<file path="src/hdl/tgrr_pkg.sv">
// Package for the two-group round-robin picker.
// Holds group size constants, widths and the pick struct; no dependencies.
package tgrr_pkg;

    localparam int SLOTS_PER_GROUP = 8;
    localparam int MASK_W          = 8;
    localparam int GRANT_SLOT_W    = 3;
    localparam int SLOT_W          = $clog2(SLOTS_PER_GROUP);
    // Search vector covers both the group and the mask width
    localparam int WIDE_W = (SLOTS_PER_GROUP > MASK_W) ? SLOTS_PER_GROUP : MASK_W;
    localparam int WIDE_IDX_W = $clog2(WIDE_W);

    localparam logic GROUP_A = 1'b0;
    localparam logic GROUP_B = 1'b1;

    typedef struct packed {
        logic              granted;
        logic              group;
        logic [SLOT_W-1:0] slot;
    } pick_t;

endpackage

</file>
<file path="src/hdl/tgrr_group_search.sv">
// Rotating priority search inside one group.
// Depends on tgrr_pkg.
module tgrr_group_search
    import tgrr_pkg::*;
(
    input  logic [MASK_W-1:0] mask,
    input  logic [SLOT_W-1:0] last_slot,
    output logic              hit,
    output logic [SLOT_W-1:0] slot
);

    logic [WIDE_W-1:0] wide_mask;

    assign wide_mask = WIDE_W'(mask);

    // Walk from farthest to nearest so the nearest hit after last_slot wins.
    always_comb begin
        logic [SLOT_W:0] sum;
        logic [SLOT_W:0] pos;
        hit  = 1'b0;
        slot = '0;
        for (int k = SLOTS_PER_GROUP; k >= 1; k--) begin
            sum = {1'b0, last_slot} + (SLOT_W+1)'(k);
            if (sum >= (SLOT_W+1)'(SLOTS_PER_GROUP)) begin
                pos = sum - (SLOT_W+1)'(SLOTS_PER_GROUP);
            end else begin
                pos = sum;
            end
            if (wide_mask[WIDE_IDX_W'(pos)]) begin
                hit  = 1'b1;
                slot = pos[SLOT_W-1:0];
            end
        end
    end

endmodule

</file>
<file path="src/hdl/tgrr_picker.sv">
// Group order, last-served state and the final pick.
// Depends on tgrr_pkg and tgrr_group_search.
module tgrr_picker
    import tgrr_pkg::*;
(
    input  logic              aclk,
    input  logic              aresetn,
    input  logic [MASK_W-1:0] mask_a,
    input  logic [MASK_W-1:0] mask_b,
    input  logic              update,
    output pick_t             pick
);

    logic [SLOT_W-1:0] last_slot_a_reg, last_slot_a_next;
    logic [SLOT_W-1:0] last_slot_b_reg, last_slot_b_next;
    logic              last_group_reg, last_group_next;

    logic              hit_a, hit_b;
    logic [SLOT_W-1:0] slot_a, slot_b;

    tgrr_group_search u_search_a (
        .mask      (mask_a),
        .last_slot (last_slot_a_reg),
        .hit       (hit_a),
        .slot      (slot_a)
    );

    tgrr_group_search u_search_b (
        .mask      (mask_b),
        .last_slot (last_slot_b_reg),
        .hit       (hit_b),
        .slot      (slot_b)
    );

    // Group not served last goes first
    always_comb begin
        pick = '0;
        if (last_group_reg == GROUP_B) begin
            if (hit_a) begin
                pick = '{granted: 1'b1, group: GROUP_A, slot: slot_a};
            end else if (hit_b) begin
                pick = '{granted: 1'b1, group: GROUP_B, slot: slot_b};
            end
        end else begin
            if (hit_b) begin
                pick = '{granted: 1'b1, group: GROUP_B, slot: slot_b};
            end else if (hit_a) begin
                pick = '{granted: 1'b1, group: GROUP_A, slot: slot_a};
            end
        end
    end

    always_comb begin
        last_slot_a_next = last_slot_a_reg;
        last_slot_b_next = last_slot_b_reg;
        last_group_next  = last_group_reg;
        if (update && pick.granted) begin
            last_group_next = pick.group;
            if (pick.group == GROUP_A) begin
                last_slot_a_next = pick.slot;
            end else begin
                last_slot_b_next = pick.slot;
            end
        end
    end

    always_ff @(posedge aclk) begin
        if (!aresetn) begin
            last_slot_a_reg <= SLOT_W'(SLOTS_PER_GROUP - 1);
            last_slot_b_reg <= SLOT_W'(SLOTS_PER_GROUP - 1);
            last_group_reg  <= GROUP_B;
        end else begin
            last_slot_a_reg <= last_slot_a_next;
            last_slot_b_reg <= last_slot_b_next;
            last_group_reg  <= last_group_next;
        end
    end

`ifndef SYNTH
    a_state_holds: assert property (@(posedge aclk) disable iff (!aresetn)
        !update |=> $stable(last_group_reg) && $stable(last_slot_a_reg)
                    && $stable(last_slot_b_reg))
        else $error("last-served state changed without a pick");

    a_group_recorded: assert property (@(posedge aclk) disable iff (!aresetn)
        update && pick.granted |=> last_group_reg == $past(pick.group))
        else $error("served group not recorded");
`endif

endmodule

</file>
<file path="src/hdl/two_group_round_robin_picker_top.sv">
// Top level of the two-group round-robin picker.
// Depends on tgrr_pkg and tgrr_picker.
// Usage:
//   s_ channel: one word per scheduler tick, two 8-bit request masks
//   (group A and group B), one bit per slot.
//   m_ channel: one result word per tick: m_granted, m_grant_group
//   (0 = A, 1 = B) and m_grant_slot; all zero on an idle tick.
//   An accepted word goes to the input register, then to the result register
//   that drives m_. Throughput: one word per cycle while m_ready is high;
//   the rotating search over the two masks and the group choice sit between
//   the input and result registers, and the last-served state updates on
//   the same edge as the result register, so the next word sees it at once.
//   Stall: when m_ready is low the result holds and one more word can wait
//   in the input register; s_ready drops only when both are full.
//   Reset (aresetn low, synchronous): both registers empty, every group's
//   last-served slot set to the top slot so searches start at slot zero,
//   and group B marked as served last so group A goes first.
module two_group_round_robin_picker_top
    import tgrr_pkg::*;
(
    input  logic                    aclk,
    input  logic                    aresetn,
    input  logic                    s_valid,
    output logic                    s_ready,
    input  logic [MASK_W-1:0]       s_requests_group_a,
    input  logic [MASK_W-1:0]       s_requests_group_b,
    output logic                    m_valid,
    input  logic                    m_ready,
    output logic                    m_granted,
    output logic                    m_grant_group,
    output logic [GRANT_SLOT_W-1:0] m_grant_slot
);

    logic              in_valid_reg, in_valid_next;
    logic [MASK_W-1:0] mask_a_reg, mask_b_reg;
    logic              out_valid_reg, out_valid_next;
    pick_t             out_pick_reg;
    pick_t             pick;
    logic              load_out;
    logic              load_in;

    assign load_out = in_valid_reg && (!out_valid_reg || m_ready);
    assign s_ready  = !in_valid_reg || load_out;
    assign load_in  = s_valid && s_ready;

    tgrr_picker u_picker (
        .aclk    (aclk),
        .aresetn (aresetn),
        .mask_a  (mask_a_reg),
        .mask_b  (mask_b_reg),
        .update  (load_out),
        .pick    (pick)
    );

    always_comb begin
        in_valid_next = in_valid_reg;
        if (load_in) begin
            in_valid_next = 1'b1;
        end else if (load_out) begin
            in_valid_next = 1'b0;
        end
        out_valid_next = out_valid_reg;
        if (load_out) begin
            out_valid_next = 1'b1;
        end else if (m_ready) begin
            out_valid_next = 1'b0;
        end
    end

    always_ff @(posedge aclk) begin
        if (!aresetn) begin
            in_valid_reg  <= 1'b0;
            out_valid_reg <= 1'b0;
        end else begin
            in_valid_reg  <= in_valid_next;
            out_valid_reg <= out_valid_next;
        end
    end

    // payload registers
    always_ff @(posedge aclk) begin
        if (load_in) begin
            mask_a_reg <= s_requests_group_a;
            mask_b_reg <= s_requests_group_b;
        end
        if (load_out) begin
            out_pick_reg <= pick;
        end
    end

    assign m_valid       = out_valid_reg;
    assign m_granted     = out_pick_reg.granted;
    assign m_grant_group = out_pick_reg.group;
    assign m_grant_slot  = GRANT_SLOT_W'(out_pick_reg.slot);

`ifndef SYNTH
    a_idle_zero: assert property (@(posedge aclk) disable iff (!aresetn)
        m_valid && !m_granted |-> !m_grant_group && (m_grant_slot == '0))
        else $error("idle word carries a nonzero group or slot");

    a_ready_when_empty: assert property (@(posedge aclk) disable iff (!aresetn)
        !out_valid_reg |-> s_ready)
        else $error("input stalled with empty result register");

    a_load_shows: assert property (@(posedge aclk) disable iff (!aresetn)
        load_out |=> m_valid)
        else $error("moved word not presented on result channel");
`endif

endmodule
</file>
<file path="config.mk">
export PLATFORM = sky130hd
export DESIGN_NAME = two_group_round_robin_picker_top
export DESIGN_NICKNAME = d
export VERILOG_FILES = /design/src/hdl/tgrr_pkg.sv /design/src/hdl/tgrr_group_search.sv /design/src/hdl/tgrr_picker.sv /design/src/hdl/two_group_round_robin_picker_top.sv
export SDC_FILE = /design/constraint.sdc
export NUM_CORES = 1
export LEC_CHECK = 0
export ABC_AREA = 1
export BUFFER_PORTS_ARGS = -buffer_cell sky130_fd_sc_hd__buf_4
export CAP_MARGIN = 20
export CORE_MARGIN = 3
export CORE_UTILIZATION = 30
export DETAILED_ROUTE_END_ITERATION = 16
export GPL_TIMING_DRIVEN = 0
export SLEW_MARGIN = 20
export SYNTH_ARGS = -nofsm -noshare
export SYNTH_HDL_FRONTEND = slang
export SYNTH_SLANG_ARGS = --single-unit
</file>
<file path="constraint.sdc">
create_clock -name aclk -period 3.32 [get_ports aclk]
set_input_delay 0.996 -clock aclk [delete_from_list [all_inputs] [get_ports aclk]]
set_output_delay 0.996 -clock aclk [all_outputs]
set_load 0.1 [all_outputs]
</file>
* Yosys cells after proc, flatten, opt, wreduce, memory -nomap -nowiden
Cells that the tools add are included.
** Storage, ports and cells
- Latch bits :: 0
- ROM bits :: 0
- Memories :: 0
- Output and inout port bits :: 7
- Word-level logic and storage cells :: 175
- Bits in writable memories :: 0
- Register bits after elaboration :: 30
- Input port bits :: 20
** Cells by class
- Multipliers :: 0
- $lt $le $gt $ge :: 32
- Equality and inequality tests :: 0
- Shift-type cells :: 0
- Mux-type cells :: 89
- Bitwise logic cells :: 1
- Reductions and logical operators :: 11
- $add $sub $neg :: 32
- Div/mod/pow operators :: 0
** Operators by type and width (count)
- $mux W3 :: 32
- $ge A4 B4 Y1 const B :: 16
- $lt A3 B4 Y1 const B :: 16
- $bmux W1 S3 :: 16
- $sub A3 B1 Y3 const B :: 16
- $mux W1 :: 36
- $add A3 B3 Y4 const B :: 8
- $mux W5 :: 5
- $add A3 B2 Y4 const B :: 4
- $add A3 B1 Y4 const B :: 2
- $add A3 B4 Y4 const B :: 2
- $reduce_and A2 Y1 :: 2
- $reduce_bool A2 Y1 :: 2
- $logic_and A1 B1 Y1 :: 3
- $logic_not A1 Y1 :: 2
- $logic_or A1 B1 Y1 :: 2
- $not A1 Y1 :: 1

* Longest topological paths before layout
Gate-level depths: netlist of run 1.
- Depth in word-level cells :: 18
- Gate-level depth with buffers :: 22
- Gate-level depth less buffers :: 20

* Modules after synthesis
From an unflattened synthesis of run 1, not the netlist that was laid out.
** Unflattened totals
- Cell total of the unflattened synthesis :: 335
- Area, all modules :: 2417.3 µm²
** Modules (own cells, without submodules)
- tgrr_group_search :: area each 666.9 µm², sequential area each 0.0 µm², times used 2, cells each 123
- two_group_round_robin_picker_top :: area each 725.7 µm², sequential area each 670.6 µm², times used 1, cells each 34
- tgrr_picker :: area each 357.8 µm², sequential area each 140.1 µm², times used 1, cells each 55

* Worst setup path before layout of run 1
OpenSTA, ideal clock, no wires.
- Path kind :: register -> output
- From :: reg out_valid_reg (netlist: m_valid)
- To :: out s_ready
- Cell stages (with the launch flop) :: 2
- Data arrival time :: 1.947 ns
- Setup slack :: 0.377 ns
- Cell sequence :: dfxtp_1 nand3_1
** Between the ends
- Word-level cells in the longest chain between the ends :: 4
** RTL lines
- from (decl) :: RTL line two_group_round_robin_picker_top.sv:36 : logic out_valid_reg, out_valid_next;
- from (signal assigned) :: RTL line two_group_round_robin_picker_top.sv:76 : out_valid_reg <= out_valid_next;
- $logic_not A1 Y1 :: RTL line two_group_round_robin_picker_top.sv:42 : assign load_out = in_valid_reg && (!out_valid_reg || m_ready);
- $logic_or A1 B1 Y1 :: RTL line two_group_round_robin_picker_top.sv:42
- $logic_and A1 B1 Y1 :: RTL line two_group_round_robin_picker_top.sv:42
- $logic_or A1 B1 Y1 :: RTL line two_group_round_robin_picker_top.sv:43 : assign s_ready = !in_valid_reg || load_out;
- to (decl) :: RTL line two_group_round_robin_picker_top.sv:24 : output logic s_ready,
No other way between the ends.

==> results of run 1 <==
cell families after synthesis:
kind of cell / share of synthesized area [%]
DFF: 33.96
AOI/OAI and AO/OA: 5.608
and+or+nand+nor: 46.59
adders and majority gates: 2.097
buffers and inverters: 8.490
xor gates and xnor gates: 3.250
worst max path at each step:
stage                           startpoint                     endpoint  slack, ns  cells after the start
3_3_place_gp   u_picker.last_slot_b_reg[0]  u_picker.last_slot_a_reg[0]       0.48                     16
5_1_grt        u_picker.last_slot_b_reg[0]  u_picker.last_slot_a_reg[0]       0.17                     16
6_report       u_picker.last_slot_b_reg[0]  u_picker.last_slot_a_reg[1]       0.43                     16
4_1_cts        u_picker.last_slot_b_reg[0]  u_picker.last_slot_a_reg[0]       0.43                     16
2_1_floorplan                      m_valid                      s_ready       0.38                      1
3_5_place_dp   u_picker.last_slot_b_reg[0]  u_picker.last_slot_a_reg[0]       0.46                     16
final cells by class:
type	instances	area share [%]
Clock inverter	3	0.5827
Inverter	38	5.199
Tap cell	99	4.437
Sequential cell	30	29.05
Timing Repair Buffer	26	6.992
Multi-Input combinational cell	256	49.22
Buffer	7	2.062
Clock buffer	5	2.465
through the flow:
stage	hold WS, ns	util, %	total power [mW]
2_1_floorplan	0.4449	-	0.9056
3_5_place_dp	0.4724	36.15	1.023
6_report	0.4839	37.29	1.312
5_1_grt	0.5071	37.29	1.410
3_3_place_gp	0.4654	36.15	1.020
4_1_cts	0.4848	37.29	1.318
routing by layer:
| metal | track usage [%] | share of wire [%] | vias up | wire length, um |
|---|---|---|---|---|
| met4 | 3.606 | 0.98 | 0 | 53 |
| met3 | 2.131 | 5.8 | 4 | 313 |
| met2 | 18.72 | 42 | 67 | 2298 |
| met1 | 18.46 | 51 | 984 | 2745 |
| met5 | 0 | 0 | - | 0 |
| li1 | - | - | 1161 | - |
power breakdown:
group | total (mW) | switching, mW | internal [mW] | leakage, nW
clock | 0.291 | 0.147 | 0.143 | 0.0416
combinational | 0.575 | 0.389 | 0.186 | 1.05
sequential | 0.446 | 0.0128 | 0.433 | 0.275
total | 1.31 | 0.549 | 0.763 | 1.36
critical path: cells and delay by family, from the launching register on:
family                   cells  cell delay [ns]
adder cells (fa/ha/maj)      1             0.43
flip-flops                   1             0.35
buffers and inverters        5             0.67
AO/OA/AOI/OAI                1             0.12
AND/OR/NAND/NOR              9             1.20
placed cells by master (no fill, tap or decap), types with 2 or more instances in the layout:
master / netlist / routed
a21oi_1: 21 / 21
buf_4: 4 / 30
buf_6: 2 / 2
clkbuf_8: 0 / 5
dfxtp_1: 9 / 9
edfxtp_1: 21 / 21
ha_1: 4 / 4
inv_1: 29 / 29
inv_2: 8 / 8
nand2_1: 106 / 106
nand2_2: 10 / 10
nand2_4: 4 / 4
nand3_1: 65 / 65
nand3_2: 18 / 18
nor2_1: 7 / 7
nor2_2: 3 / 3
nor2_4: 3 / 3
o21ai_0: 3 / 3
xnor2_1: 4 / 4
xor2_1: 3 / 3
==> impl_metrics.json, run 1 <==
{
  "core_mm2": 0.007486,
  "fin_nets": 388,
  "synth_common_cells": "106 x nand2_1, 65 x nand3_1, 29 x inv_1",
  "grt_pass1_vias": 2014,
  "setup_viol": 0,
  "antenna_found_initial": 0,
  "port_buffers": 26,
  "die_area_mm2": 0.009064,
  "min_period_over_period_pct": 87.19,
  "skew_ns": 0.005422,
  "drc": 0,
  "regArea_um2": 810.8,
  "path_class": "reg -> reg",
  "synthToLayoutAreaGrowth_pct": 16.93,
  "hold_depth": 2,
  "p_leak_nw": 1.362,
  "htree_levels": 2,
  "startpoint_type": "register",
  "hp-start": "u_picker.last_group_reg",
  "drt_iter0_markers": 142,
  "placed_cells": 456,
  "rows": 31,
  "viasPerCell": 4.776,
  "fin_crit_ns": 2.895,
  "async_reset_ff_share_pct": 0,
  "final_area_mm2": 0.002791,
  "r2r_slack_ns": 0.43,
  "slowest_delay_ns": 0.43,
  "cp_slowest_cell": "ha_1",
  "tightest_slew_ns": 0.5843,
  "placed_area_mm2": 0.002706,
  "wl_per_cell_um": 11.66,
  "multi_input_area_mm2": 0.001374,
  "relSlewSlack_pct": 61.00,
  "syn_avg_cell_area_um2": 7.212,
  "yosys.area.top_type_share_pct": 26.42,
  "clock-sinks": 30,
  "grt_pass1_wl_um": 9025,
  "instances_no_fill": 464,
  "ys.flop_type": "edfxtp_1",
  "yosys.area.top_type": "edfxtp_1",
  "routed_wl_um": 5411,
  "pre_cts_slack_ns": 0.4574,
  "syn_nets": 355,
  "fmax_ghz": 0.3455,
  "critPathArrivalTime_ns": 3.06,
  "synth_edf_count": 21,
  "num_antenna_cells": 0,
  "cts_resized": 0,
  "cts_setup_buffers": 0,
  "synth-seq-cells": 30,
  "path_cells": "buf_6 > inv_4 > buf_6 > ha_1 > inv_1 > nand3_1 > nand3_1 > nand2_2 > nor2_2 > nand3_2 > nor3_4 > nor2_4 > nor2_4 > inv_2 > a21oi_1 > nand2_1",
  "rr_startpoint": "u_picker.last_slot_b_reg[0]",
  "r2r_end": "u_picker.last_slot_a_reg[1]",
  "globalRouteOverflowTotal": 0,
  "clock_latency_ns": 0.28,
  "seq_area_frac_synth_pct": 33.96,
  "clockRootBuffer": "clkbuf_8",
  "drv_cap": 0,
  "die_x_um": 95.21,
  "endpoint_kind": "register",
  "fin_setup_tns_ns": 0,
  "cts-buffers-inserted": 5,
  "initial_utilization_pct": 31.89,
  "io_pins": 27,
  "fin_ws_ns": 0.4254,
  "gp_congestion": 0.9196,
  "max-vdd-ir-drop_mv": 0.2295,
  "cts_tree": "done",
  "powerDensity_mw_per_mm2": 469.9,
  "hold_viol": 0,
  "grt_start_max_net_pins": 17,
  "synthCells": 331,
  "dpl.hpwl_um": 4377,
  "clock_path_buffers": 2,
  "cts_hold_buf": 0,
  "hp-class": "reg -> reg",
  "slew_viol_final": 0,
  "critPathMaxFanout": 10,
  "drive_gt1_share_pct": 24.38,
  "status": "finished, final reports clean",
  "min_to": "u_picker.last_group_reg",
  "die_h_um": 95.21,
  "cp.required_ns": 3.48,
  "nFillCells": 798,
  "synth_area_leaders": "edfxtp_1 26%, nand2_1 17%, nand3_1 14%",
  "yosysWarnings": 0,
  "clk_pin_slew_ns": 0.07,
  "drt_pass1_iterations": 4,
  "worst_r2r_path_depth": 16,
  "ant_nets": 0,
  "post-synth-top-count-cell": "nand2_1",
  "globalRouteTotalUtil_pct": 12.55,
  "yosys.cell_types.count": 26,
  "vias": 2216,
  "rsz0062_at_grt": "no",
  "syn_area_mm2": 0.002387
}
No activity file was read; power rests on OpenSTA's default activity.
==> inputs of run 2 (changes only) <==
- MAX_ROUTING_LAYER: not set -> met4
==> run 2 against run 1 <==
  * First-iteration DRC count is 2.1% higher
  * Fmax is 0.66% higher
  * Critical path depth stayed put
  * Critical path type unchanged
  * Largest power group unchanged
  * Highest routed layer unchanged
==> impl_metrics.json, run 2 (synthesis results as in run 1) <==
{
  "status": "finished, final reports clean",
  "endpoint_kind": "register",
  "final_common_cell": "nand2_1",
  "die_h_um": 95.21,
  "hold_viol": 0,
  "core_mm2": 0.007486,
  "fin_crit_ns": 2.876,
  "io_pins": 27,
  "drive_gt1_share_pct": 24.11,
  "pre_cts_slack_ns": 0.4621,
  "placed_area_mm2": 0.002706,
  "slew_viol_final": 0,
  "fin_ws_ns": 0.4445,
  "die_x_um": 95.21,
  "instances_no_fill": 464,
  "die_area_mm2": 0.009064,
  "viasPerCell": 4.819,
  "critPathArrivalTime_ns": 3.04,
  "rows": 31,
  "min_period_over_period_pct": 86.61,
  "hp-class": "reg -> reg",
  "drv_cap": 0,
  "clk_pin_slew_ns": 0.07,
  "clockRootBuffer": "clkbuf_8",
  "cts_setup_buffers": 0,
  "final_area_mm2": 0.002788,
  "clock_latency_ns": 0.28,
  "power.total_mw": 1.304,
  "tightest_slew_ns": 0.5827,
  "cts_hold_buf": 0,
  "drt_pass1_iterations": 4,
  "max-vdd-ir-drop_mv": 0.2151,
  "htree_levels": 2,
  "p_leak_nw": 1.363,
  "skew_ns": 0.006691,
  "cts-buffers-inserted": 5,
  "powerDensity_mw_per_mm2": 467.8,
  "vias": 2236,
  "layout_common_cells": "106 x nand2_1, 65 x nand3_1, 30 x buf_4",
  "hold_ws_ns": 0.4820,
  "rsz0062_at_grt": "no",
  "critPathMaxFanout": 10,
  "fmax_ghz": 0.3478,
  "synthToLayoutAreaGrowth_pct": 16.77,
  "dpl.hpwl_um": 4353,
  "globalRouteOverflowTotal": 0,
  "startpoint_type": "register",
  "relSlewSlack_pct": 61.11,
  "initial_utilization_pct": 31.89,
  "num_antenna_cells": 0,
  "routed_wl_um": 5373,
  "wl_per_cell_um": 11.58,
  "fin_setup_tns_ns": 0,
  "cts_tree": "done",
  "cp.required_ns": 3.49,
  "clock_path_buffers": 2,
  "grt_pass1_wl_um": 9246,
  "placed_cells": 456,
  "globalRouteTotalUtil_pct": 13.06,
  "fin_nets": 388,
  "path_class": "reg -> reg",
  "setup_viol": 0,
  "ant_nets": 0,
  "drt_iter0_markers": 145,
  "final_util_pct": 37.24,
  "clock-sinks": 30,
  "antenna_found_initial": 0,
  "grt_start_max_net_pins": 17,
  "port_buffers": 26,
  "gp_congestion": 0.9356,
  "drc": 0,
  "grt_pass1_vias": 2088,
  "cts_resized": 0
}
-- run 2: critical path, cell delays in order, from the launching register on --
cell	delay [ns]
dfxtp_1	0.35
buf_6	0.16
inv_4	0.04
buf_6	0.15
ha_1	0.42
inv_1	0.26
nand3_1	0.17
nand3_1	0.15
nand2_2	0.09
nor2_2	0.12
nand3_2	0.11
nor3_4	0.22
nor2_4	0.09
nor2_4	0.15
inv_2	0.06
a21oi_1	0.13
nand2_1	0.09
-- run 2: path summary, 6_finish.rpt --
path	slack [ns]	cells past startpoint	to	from
hold / removal	0.48	2	u_picker.last_group_reg	u_picker.last_group_reg
setup reg to reg	0.44	16	u_picker.last_slot_a_reg[1]	u_picker.last_slot_b_reg[0]
setup / recovery	0.44	16	u_picker.last_slot_a_reg[1]	u_picker.last_slot_b_reg[0]
hold reg to reg	0.48	2	u_picker.last_group_reg	u_picker.last_group_reg
-- run 2: report_power, final --
part           switching (mW)  internal [mW]
Clock                   0.138          0.144
Sequential             0.0127          0.433
Combinational           0.390          0.186
-- run 2: layout make-up --
cell class | instances | area (um2)
Buffer | 7 | 57.56
Tap cell | 99 | 123.9
Clock buffer | 6 | 72.57
Multi-Input combinational cell | 256 | 1374
Sequential cell | 30 | 810.8
Fill cell | 782 | 4698
Timing Repair Buffer | 26 | 195.2
Inverter | 38 | 145.1
Clock inverter | 2 | 8.758
-- run 2: metal layers --
| layer | global-route usage (%) | wire, um | vias up |
|---|---|---|---|
| met5 | - | 0 | - |
| met4 | 3.365 | 52 | 0 |
| met3 | 2.762 | 270 | 6 |
| met2 | 18.66 | 2219 | 55 |
| met1 | 18.66 | 2830 | 1011 |
| li1 | - | - | 1164 |
